--- src/design/ksc_pkg.sv ---
// ----------------------------------------------------------------------------
// ksc_pkg
// Shared types and constants for the keyword substitution cipher block.
// ----------------------------------------------------------------------------
package ksc_pkg;

  localparam int unsigned LETTER_COUNT = 26;
  localparam int unsigned IDX_W        = 5;
  localparam logic [7:0]  UPPER_BASE   = 8'h41;
  localparam logic [7:0]  LOWER_BASE   = 8'h61;
  localparam logic [IDX_W-1:0] LAST_LETTER = IDX_W'(LETTER_COUNT - 1);
  localparam logic [IDX_W-1:0] FULL_COUNT  = IDX_W'(LETTER_COUNT);

  typedef enum logic [1:0] {
    OP_CLEAR = 2'd0,
    OP_KEY   = 2'd1,
    OP_SEAL  = 2'd2,
    OP_TEXT  = 2'd3
  } opcode_t;

  // commands from controller to datapath
  typedef struct packed {
    logic clear;
    logic key;
    logic seal_start;
    logic seal_step;
    logic text;
  } ksc_cmd_t;

  // status from datapath to controller
  typedef struct packed {
    logic seal_last;
    logic out_stall;
  } ksc_status_t;

  typedef struct packed {
    logic             is_letter;
    logic             lower;
    logic [IDX_W-1:0] idx;
  } letter_t;

  // classify an ascii byte and give its letter index
  function automatic letter_t letter_decode(input logic [7:0] b);
    letter_t     res;
    logic [7:0]  up_off;
    logic [7:0]  lo_off;
    up_off = b - UPPER_BASE;
    lo_off = b - LOWER_BASE;
    res.is_letter = 1'b0;
    res.lower     = 1'b0;
    res.idx       = '0;
    if (b >= UPPER_BASE && up_off < 8'(LETTER_COUNT)) begin
      res.is_letter = 1'b1;
      res.idx       = up_off[IDX_W-1:0];
    end else if (b >= LOWER_BASE && lo_off < 8'(LETTER_COUNT)) begin
      res.is_letter = 1'b1;
      res.lower     = 1'b1;
      res.idx       = lo_off[IDX_W-1:0];
    end
    return res;
  endfunction

endpackage

--- src/design/ksc_ctrl.sv ---
// ----------------------------------------------------------------------------
// ksc_ctrl
// Controller: accepts requests and sequences the table seal.
// ----------------------------------------------------------------------------
module ksc_ctrl import ksc_pkg::*; (
  input  logic        clk,
  input  logic        rst_n,
  input  logic        in_valid,
  output logic        in_ready,
  input  opcode_t     in_op,
  input  ksc_status_t status,
  output ksc_cmd_t    cmd
);

  typedef enum logic [1:0] {
    ST_IDLE = 2'b01,
    ST_SEAL = 2'b10
  } state_t;

  state_t state_r, state_nxt;
  logic   accept;

  // ready while idle and the result register can take a new value
  assign in_ready = (state_r == ST_IDLE) && !status.out_stall;
  assign accept   = in_valid && in_ready;

  // command decode
  always_comb begin
    cmd            = '0;
    cmd.clear      = accept && (in_op == OP_CLEAR);
    cmd.key        = accept && (in_op == OP_KEY);
    cmd.seal_start = accept && (in_op == OP_SEAL);
    cmd.text       = accept && (in_op == OP_TEXT);
    cmd.seal_step  = (state_r == ST_SEAL);
  end

  // next state
  always_comb begin
    state_nxt = state_r;
    unique case (state_r)
      ST_IDLE: begin
        if (cmd.seal_start) state_nxt = ST_SEAL;
      end
      ST_SEAL: begin
        if (status.seal_last) state_nxt = ST_IDLE;
      end
      default: state_nxt = ST_IDLE;
    endcase
  end

  always_ff @(posedge clk) begin
    if (!rst_n) begin
      state_r <= ST_IDLE;
    end else begin
      state_r <= state_nxt;
    end
  end

endmodule

--- src/design/ksc_dpath.sv ---
// ----------------------------------------------------------------------------
// ksc_dpath
// Datapath: alphabet tables, used-letter mask, fill count and result register.
// ----------------------------------------------------------------------------
module ksc_dpath import ksc_pkg::*; (
  input  logic        clk,
  input  logic        rst_n,
  input  ksc_cmd_t    cmd,
  output ksc_status_t status,
  input  logic [7:0]  in_byte,
  input  logic        decrypt_mode,
  output logic        out_valid,
  input  logic        out_ready,
  output logic [7:0]  out_byte
);

  logic [IDX_W-1:0] fwd_r [LETTER_COUNT];
  logic [IDX_W-1:0] inv_r [LETTER_COUNT];
  logic [LETTER_COUNT-1:0] used_r, used_nxt;
  logic [IDX_W-1:0] fill_r, fill_nxt;
  logic [IDX_W-1:0] seal_idx_r, seal_idx_nxt;
  logic             out_valid_r, out_valid_nxt;
  logic [7:0]       out_byte_r;

  letter_t          lt;
  logic             app_en;
  logic [IDX_W-1:0] app_letter;
  logic             have;
  logic [IDX_W-1:0] mapped;
  logic [7:0]       result;

  assign lt = letter_decode(in_byte);

  // shared append port: keyword letter or seal sweep letter
  always_comb begin
    app_en     = 1'b0;
    app_letter = seal_idx_r;
    if (cmd.key) begin
      app_letter = lt.idx;
      app_en     = lt.is_letter && !used_r[lt.idx] && (fill_r < FULL_COUNT);
    end else if (cmd.seal_step) begin
      app_en     = !used_r[seal_idx_r] && (fill_r < FULL_COUNT);
    end
  end

  // key state update
  always_comb begin
    used_nxt     = used_r;
    fill_nxt     = fill_r;
    seal_idx_nxt = seal_idx_r;
    if (cmd.clear) begin
      used_nxt = '0;
      fill_nxt = '0;
    end else if (app_en) begin
      used_nxt[app_letter] = 1'b1;
      fill_nxt             = fill_r + IDX_W'(1);
    end
    if (cmd.seal_start) begin
      seal_idx_nxt = LAST_LETTER;
    end else if (cmd.seal_step) begin
      seal_idx_nxt = seal_idx_r - IDX_W'(1);
    end
  end

  always_ff @(posedge clk) begin
    if (!rst_n) begin
      used_r     <= '0;
      fill_r     <= '0;
      seal_idx_r <= '0;
    end else begin
      used_r     <= used_nxt;
      fill_r     <= fill_nxt;
      seal_idx_r <= seal_idx_nxt;
    end
  end

  // table writes, contents undefined until written
  always_ff @(posedge clk) begin
    if (app_en) begin
      fwd_r[fill_r]     <= app_letter;
      inv_r[app_letter] <= fill_r;
    end
  end

  // text lookup
  always_comb begin
    have   = 1'b0;
    mapped = '0;
    if (lt.is_letter) begin
      if (decrypt_mode) begin
        have   = used_r[lt.idx];
        mapped = inv_r[lt.idx];
      end else begin
        have   = (lt.idx < fill_r);
        mapped = fwd_r[lt.idx];
      end
    end
    if (have) begin
      result = {3'b000, mapped} + (lt.lower ? LOWER_BASE : UPPER_BASE);
    end else begin
      result = in_byte;
    end
  end

  // result register
  always_comb begin
    out_valid_nxt = out_valid_r;
    if (cmd.text) begin
      out_valid_nxt = 1'b1;
    end else if (out_ready) begin
      out_valid_nxt = 1'b0;
    end
  end

  always_ff @(posedge clk) begin
    if (!rst_n) begin
      out_valid_r <= 1'b0;
    end else begin
      out_valid_r <= out_valid_nxt;
    end
  end

  always_ff @(posedge clk) begin
    if (cmd.text) out_byte_r <= result;
  end

  assign out_valid        = out_valid_r;
  assign out_byte         = out_byte_r;
  assign status.out_stall = out_valid_r && !out_ready;
  assign status.seal_last = (seal_idx_r == '0);

endmodule

--- src/design/keyword_substitution_cipher.sv ---
// ----------------------------------------------------------------------------
// keyword_substitution_cipher
// Keyword substitution cipher: builds an alphabet from keyword bytes, seals
// it, then enciphers or deciphers text bytes.
// ----------------------------------------------------------------------------
//   channel   direction  handshake                 payload
//   in_       input      in_valid / in_ready       in_opcode, in_byte_in
//   out_      output     out_valid / out_ready     out_byte_out
//   cfg_      apb        psel, penable, pwrite     paddr, pwdata, prdata
//
// clear and keyword requests update the key state when accepted; a text request does one table lookup.
// a seal request sweeps the letters from last to first: the sequencer visits one letter a cycle.
// rst_n clears the key state, the mode register and the result valid flag;
// the alphabet tables are not cleared and count as unfilled.
// in_ready drops during a seal and while a held result is not taken.
// ----------------------------------------------------------------------------
module keyword_substitution_cipher import ksc_pkg::*; (
  input  logic        clk,
  input  logic        rst_n,
  input  logic        in_valid,
  output logic        in_ready,
  input  logic [1:0]  in_opcode,
  input  logic [7:0]  in_byte_in,
  output logic        out_valid,
  input  logic        out_ready,
  output logic [7:0]  out_byte_out,
  input  logic        psel,
  input  logic        penable,
  input  logic        pwrite,
  input  logic [2:0]  paddr,
  input  logic [31:0] pwdata,
  output logic [31:0] prdata,
  output logic        pready
);

  ksc_cmd_t    cmd;
  ksc_status_t status;
  logic        decrypt_mode_r;
  logic        cfg_sel0;

  // configuration register
  assign pready   = 1'b1;
  assign cfg_sel0 = (paddr[2] == 1'b0);
  assign prdata   = cfg_sel0 ? {31'b0, decrypt_mode_r} : 32'b0;

  always_ff @(posedge clk) begin
    if (!rst_n) begin
      decrypt_mode_r <= 1'b0;
    end else if (psel && penable && pwrite && cfg_sel0) begin
      decrypt_mode_r <= pwdata[0];
    end
  end

  ksc_ctrl u_ctrl (
    .clk      (clk),
    .rst_n    (rst_n),
    .in_valid (in_valid),
    .in_ready (in_ready),
    .in_op    (opcode_t'(in_opcode)),
    .status   (status),
    .cmd      (cmd)
  );

  ksc_dpath u_dpath (
    .clk          (clk),
    .rst_n        (rst_n),
    .cmd          (cmd),
    .status       (status),
    .in_byte      (in_byte_in),
    .decrypt_mode (decrypt_mode_r),
    .out_valid    (out_valid),
    .out_ready    (out_ready),
    .out_byte     (out_byte_out)
  );

endmodule
--- config.mk ---
export PLATFORM = sky130hd
export DESIGN_NAME = keyword_substitution_cipher
export DESIGN_NICKNAME = d
export VERILOG_FILES = /design/src/design/ksc_pkg.sv /design/src/design/ksc_ctrl.sv /design/src/design/ksc_dpath.sv /design/src/design/keyword_substitution_cipher.sv
export SDC_FILE = /design/constraint.sdc
export NUM_CORES = 1
export LEC_CHECK = 0
export ABC_CLOCK_PERIOD_IN_PS = 7600
export BUFFER_PORTS_ARGS = -buffer_cell sky130_fd_sc_hd__buf_2
export CORE_ASPECT_RATIO = 1.5
export CORE_MARGIN = 2
export CORE_UTILIZATION = 61
export CTS_CLUSTER_DIAMETER = 100
export DETAILED_ROUTE_END_ITERATION = 8
export GPL_ROUTABILITY_DRIVEN = 0
export PLACE_DENSITY = 0.89
export SYNTH_ARGS = -nofsm -noshare
export SYNTH_HDL_FRONTEND = slang
export SYNTH_SLANG_ARGS = --single-unit
--- constraint.sdc ---
create_clock -name clk -period 7.6 [get_ports clk]
set_input_delay 1.14 -clock clk [delete_from_list [all_inputs] [get_ports clk]]
set_output_delay 1.14 -clock clk [all_outputs]
set_load 0.1 [all_outputs]
==> key figures <==
Die
  – Row cnt: between 60 and 70
  – Die area: 24250 um2
  – DIE WIDTH: 127.8 um
  – Core area: 22800 um2
  – Initial core utilization: 61.53%
  – Die Y-Extent: around 190 um
  – I/O pin cnt: 95

Detailed routing
  – Detail Route Antenna Nets: 0
  – Routed vias: a little over 10000
  – Post-DR wirelength/cell: 29.14 um
  – Final wirelength: 40.64 mm
  – Starting DRT DRC Count: 1704
  – Residual DRC count: 0
  – Pre-Repair DR Iteration Count: 7
  – Vias/cell: 7.366

Layout
  – N_diodes: 0
  – Final net count: 1161
  – Area Overhead vs Synth: 7.973%
  – Layout Utilization: 66.43%
  – Layout cells sized above 1: a little over an eighth

Setup path
  – CP max FO: 32
  – Slowest stage cell on the critical path: nor3_1
  – Worst path most repeated cell: buf_4
  – RR Startpoint: u_dpath.out_valid
  – Reg2Reg Setup Slack: about 3 ns
  – Critical path launch point: in_byte_in[0]
  – Reg-to-Reg End: u_dpath.inv_r[25][0]
  – Worst path bufs/invs: 3
  – Slowest stage delay, CP: 0.94 ns
  – CP startpoint kind: input port
  – CP Data Required Time: 7.75 ns
  – Endpoint type of the worst setup path: flop
  – Sequence of cells on the critical path: buf_4 -> clkinv_1 -> ha_1 -> and3b_1 -> o31ai_2 -> a21o_1 -> nand3_1 -> o32ai_1 -> a31oi_1 -> o221a_1 -> o21ai_2 -> a31oi_2 -> buf_4 -> nor3_1
  – Arrival time of the worst setup path: 7.06 ns
  – Largest delay share family, worst path: compound AO/OA/AOI/OAI gates
  – Critical path class: in -> reg
  – R2R cell count: 9

Synth
  – EDFF count, synth: approximately 270
  – Post-synth top area cell: edfxtp_1
  – Simple-gate share of the synthesized area: between 9 and 10%
  – Fraction of registers with async set/reset: 0%
  – Syn avg cell area: 12.89 um2
  – Post-synthesis compound-gate area fraction: between 10% and 20%
  – Most frequent cell after synthesis: edfxtp_1
  – #FFs+latches synth: 308
  – Top cell type's share of synthesized area: between 50% and 60%
  – Sequential area share after synthesis: 63.07%
  – Post-synthesis adder-cell area fraction: 1.070%
  – Yosys warning count: 0
  – Post-synthesis cell type count: 83
  – Synth top area cells: edfxtp_1 57%, dfxtp_1 5.7%, mux2i_1 3.7%
  – Post-synthesis instance area: 14030 um2
  – Synth Instances: 1088
  – Largest family of logic cells by synthesized area: compound AO/OA/AOI/OAI gates
  – Mux cell area share after synthesis: 6.840%
  – Top flip-flop cell by instance count after synthesis: edfxtp_1
  – Top post-synthesis cells by count: 268 x edfxtp_1, 78 x nand2_1, 63 x nor2_1, 52 x mux2i_1
  – Post-synthesis xor/xnor area fraction: 0.9364%

Power
  – Sequential share of power: 51.1%
  – Maximum VDD drop: 0.1901 mV
  – PD cells: 236.9 nW/um2
  – Clock share of power: roughly two fifths
  – Switching Share: 25.01%
  – Logic gate share of total power: 10.6%
  – P_int: 2691 uW
  – Lkg Pwr: 0.005140 uW
  – NetSw: between 800 and 900 uW

CTS
  – CTS resizes: 0
  – # hold bufs at CTS: 0
  – Clk sinks: between 300 and 400
  – CTS tree: built
  – Bufs on Longest Clock Path: 3
  – H-tree depth: 1
  – Worst-Skew Late Latency: 0.54 ns
  – Clk pin slew, worst setup/hold paths: around 0.070 ns
  – Setup repair bufs after CTS: 0
  – CTS Root Cell: clkbuf_16
  – Total CTS buffers: 26

Hold path
  – Tightest Hold Check Type: reg -> reg
  – Sink of the worst hold path: u_dpath.used_r[12]
  – Hold_sp: u_dpath.used_r[12]
  – Hold Crit Depth: 2

Timing
  – Final Critical Period: roughly 6.9 ns
  – Period utilization: 90.90%
  – Slew Limit Fails: 0
  – Hold slack: 0.4690 ns
  – Final Hold Fails: 0
  – RSZ-0062 raised after global routing: no
  – Worst-margin pin slew: 1.410 ns
  – Setup TNS: 0 ns
  – Final setup vio count: 0
  – Slew headroom: 5.870%
  – Fin Clk Skew: about 0.016 ns
  – Fmax: roughly 140 MHz

GRT
  – Gr ovfl total: 0
  – First-pass GRT wire length: 60.76 mm
  – Initial antenna violation count: 0
  – Tot GR Track Use: 33.91%
  – Vias in the first global route: 10220
  – Pin count of the biggest net entering global routing: 50

Placement
  – Port Buf Inserts: 29
  – Detailed Place HPWL: 25.17 mm

Status
  – Outcome: completed

Run
  – Max cap viols: 0
[worst max-delay path by stage]
stage | to | cells after the start
floorplan | u_dpath.inv_r[5][0] | 12
global placement | u_dpath.inv_r[23][2] | 12
detailed placement | u_dpath.inv_r[23][2] | 11
CTS | u_dpath.inv_r[25][0] | 14
global route | u_dpath.out_byte[5] | 17
finish | u_dpath.inv_r[24][0] | 14
[worst min-delay path: stages (launching register included)]
cell	delay, ns
dfxtp_1	0.32
nand2_1	0.05
o21ai_1	0.05
[flip-flops by register name, indices dropped and copies added, names as in the netlist]
name / flops
u_dpath.fwd_r: 130
u_dpath.out_valid: 1
u_dpath.out_byte: 8
u_dpath.inv_r: 130
decrypt_mode_r: 1
u_dpath.used_r: 26
u_ctrl.state_r: 2
u_dpath.seal_idx_r: 5
u_dpath.fill_r: 5
[per-layer routing]
metal,wire length [um],track usage [%]
met5,0,0
met4,3859,24.77
met3,5358,7.621
met2,19140,55.59
met1,12290,38.98
[kinds of logic after synthesis]
group,after synthesis
other cells,2
buf+inv,138
simple gates,266
xor+xnor,15
compound gates,266
mux,81
flops,308
fa+ha+maj,12
[final cells by class]
cell class | instances | area (um2)
clock buffer | 32 | 694.4
sequential | 308 | 8848
fill | 1505 | 7654
timing repair buffer | 54 | 335.3
clock inverter | 14 | 167.7
inverter | 35 | 131.4
multi-input combinational | 672 | 4621
tap | 280 | 350.3
[placed cells by master (no fill, tap or decap), types with 28 or more instances in the layout]
cell | netlist | routed
edfxtp_1 | 268 | 268
nand2_1 | 78 | 78
nor2_1 | 63 | 63
mux2i_1 | 52 | 52
nor3_1 | 40 | 40
dfxtp_1 | 40 | 40
a21oi_1 | 36 | 35
o21ai_0 | 34 | 34
conb_1 | 2 | 32
inv_1 | 31 | 31
buf_2 | 24 | 28
[power groups by stage]
stage                     registers (uW)  clock network [uW]  logic, uW
after floorplan                     1880                   0        259
after global placement              1870                   0        347
after detailed placement            1870                   0        354
after CTS                           1830                1370        359
after global routing                1830                1430        388
final                               1830                1380        380
[stage by stage]
stage	worst slack (ns)	total power [uW]	area (um2)	std cells
global route	0.5725	3646	15150	1395
global placement	0.7857	2215	14290	1349
detailed placement	0.4810	2223	14290	1349
CTS	1.027	3560	15150	1395
finish	0.6919	3588	15150	1395
floorplan	1.532	2135	14140	1118
(Power assumes the default switching activity.)
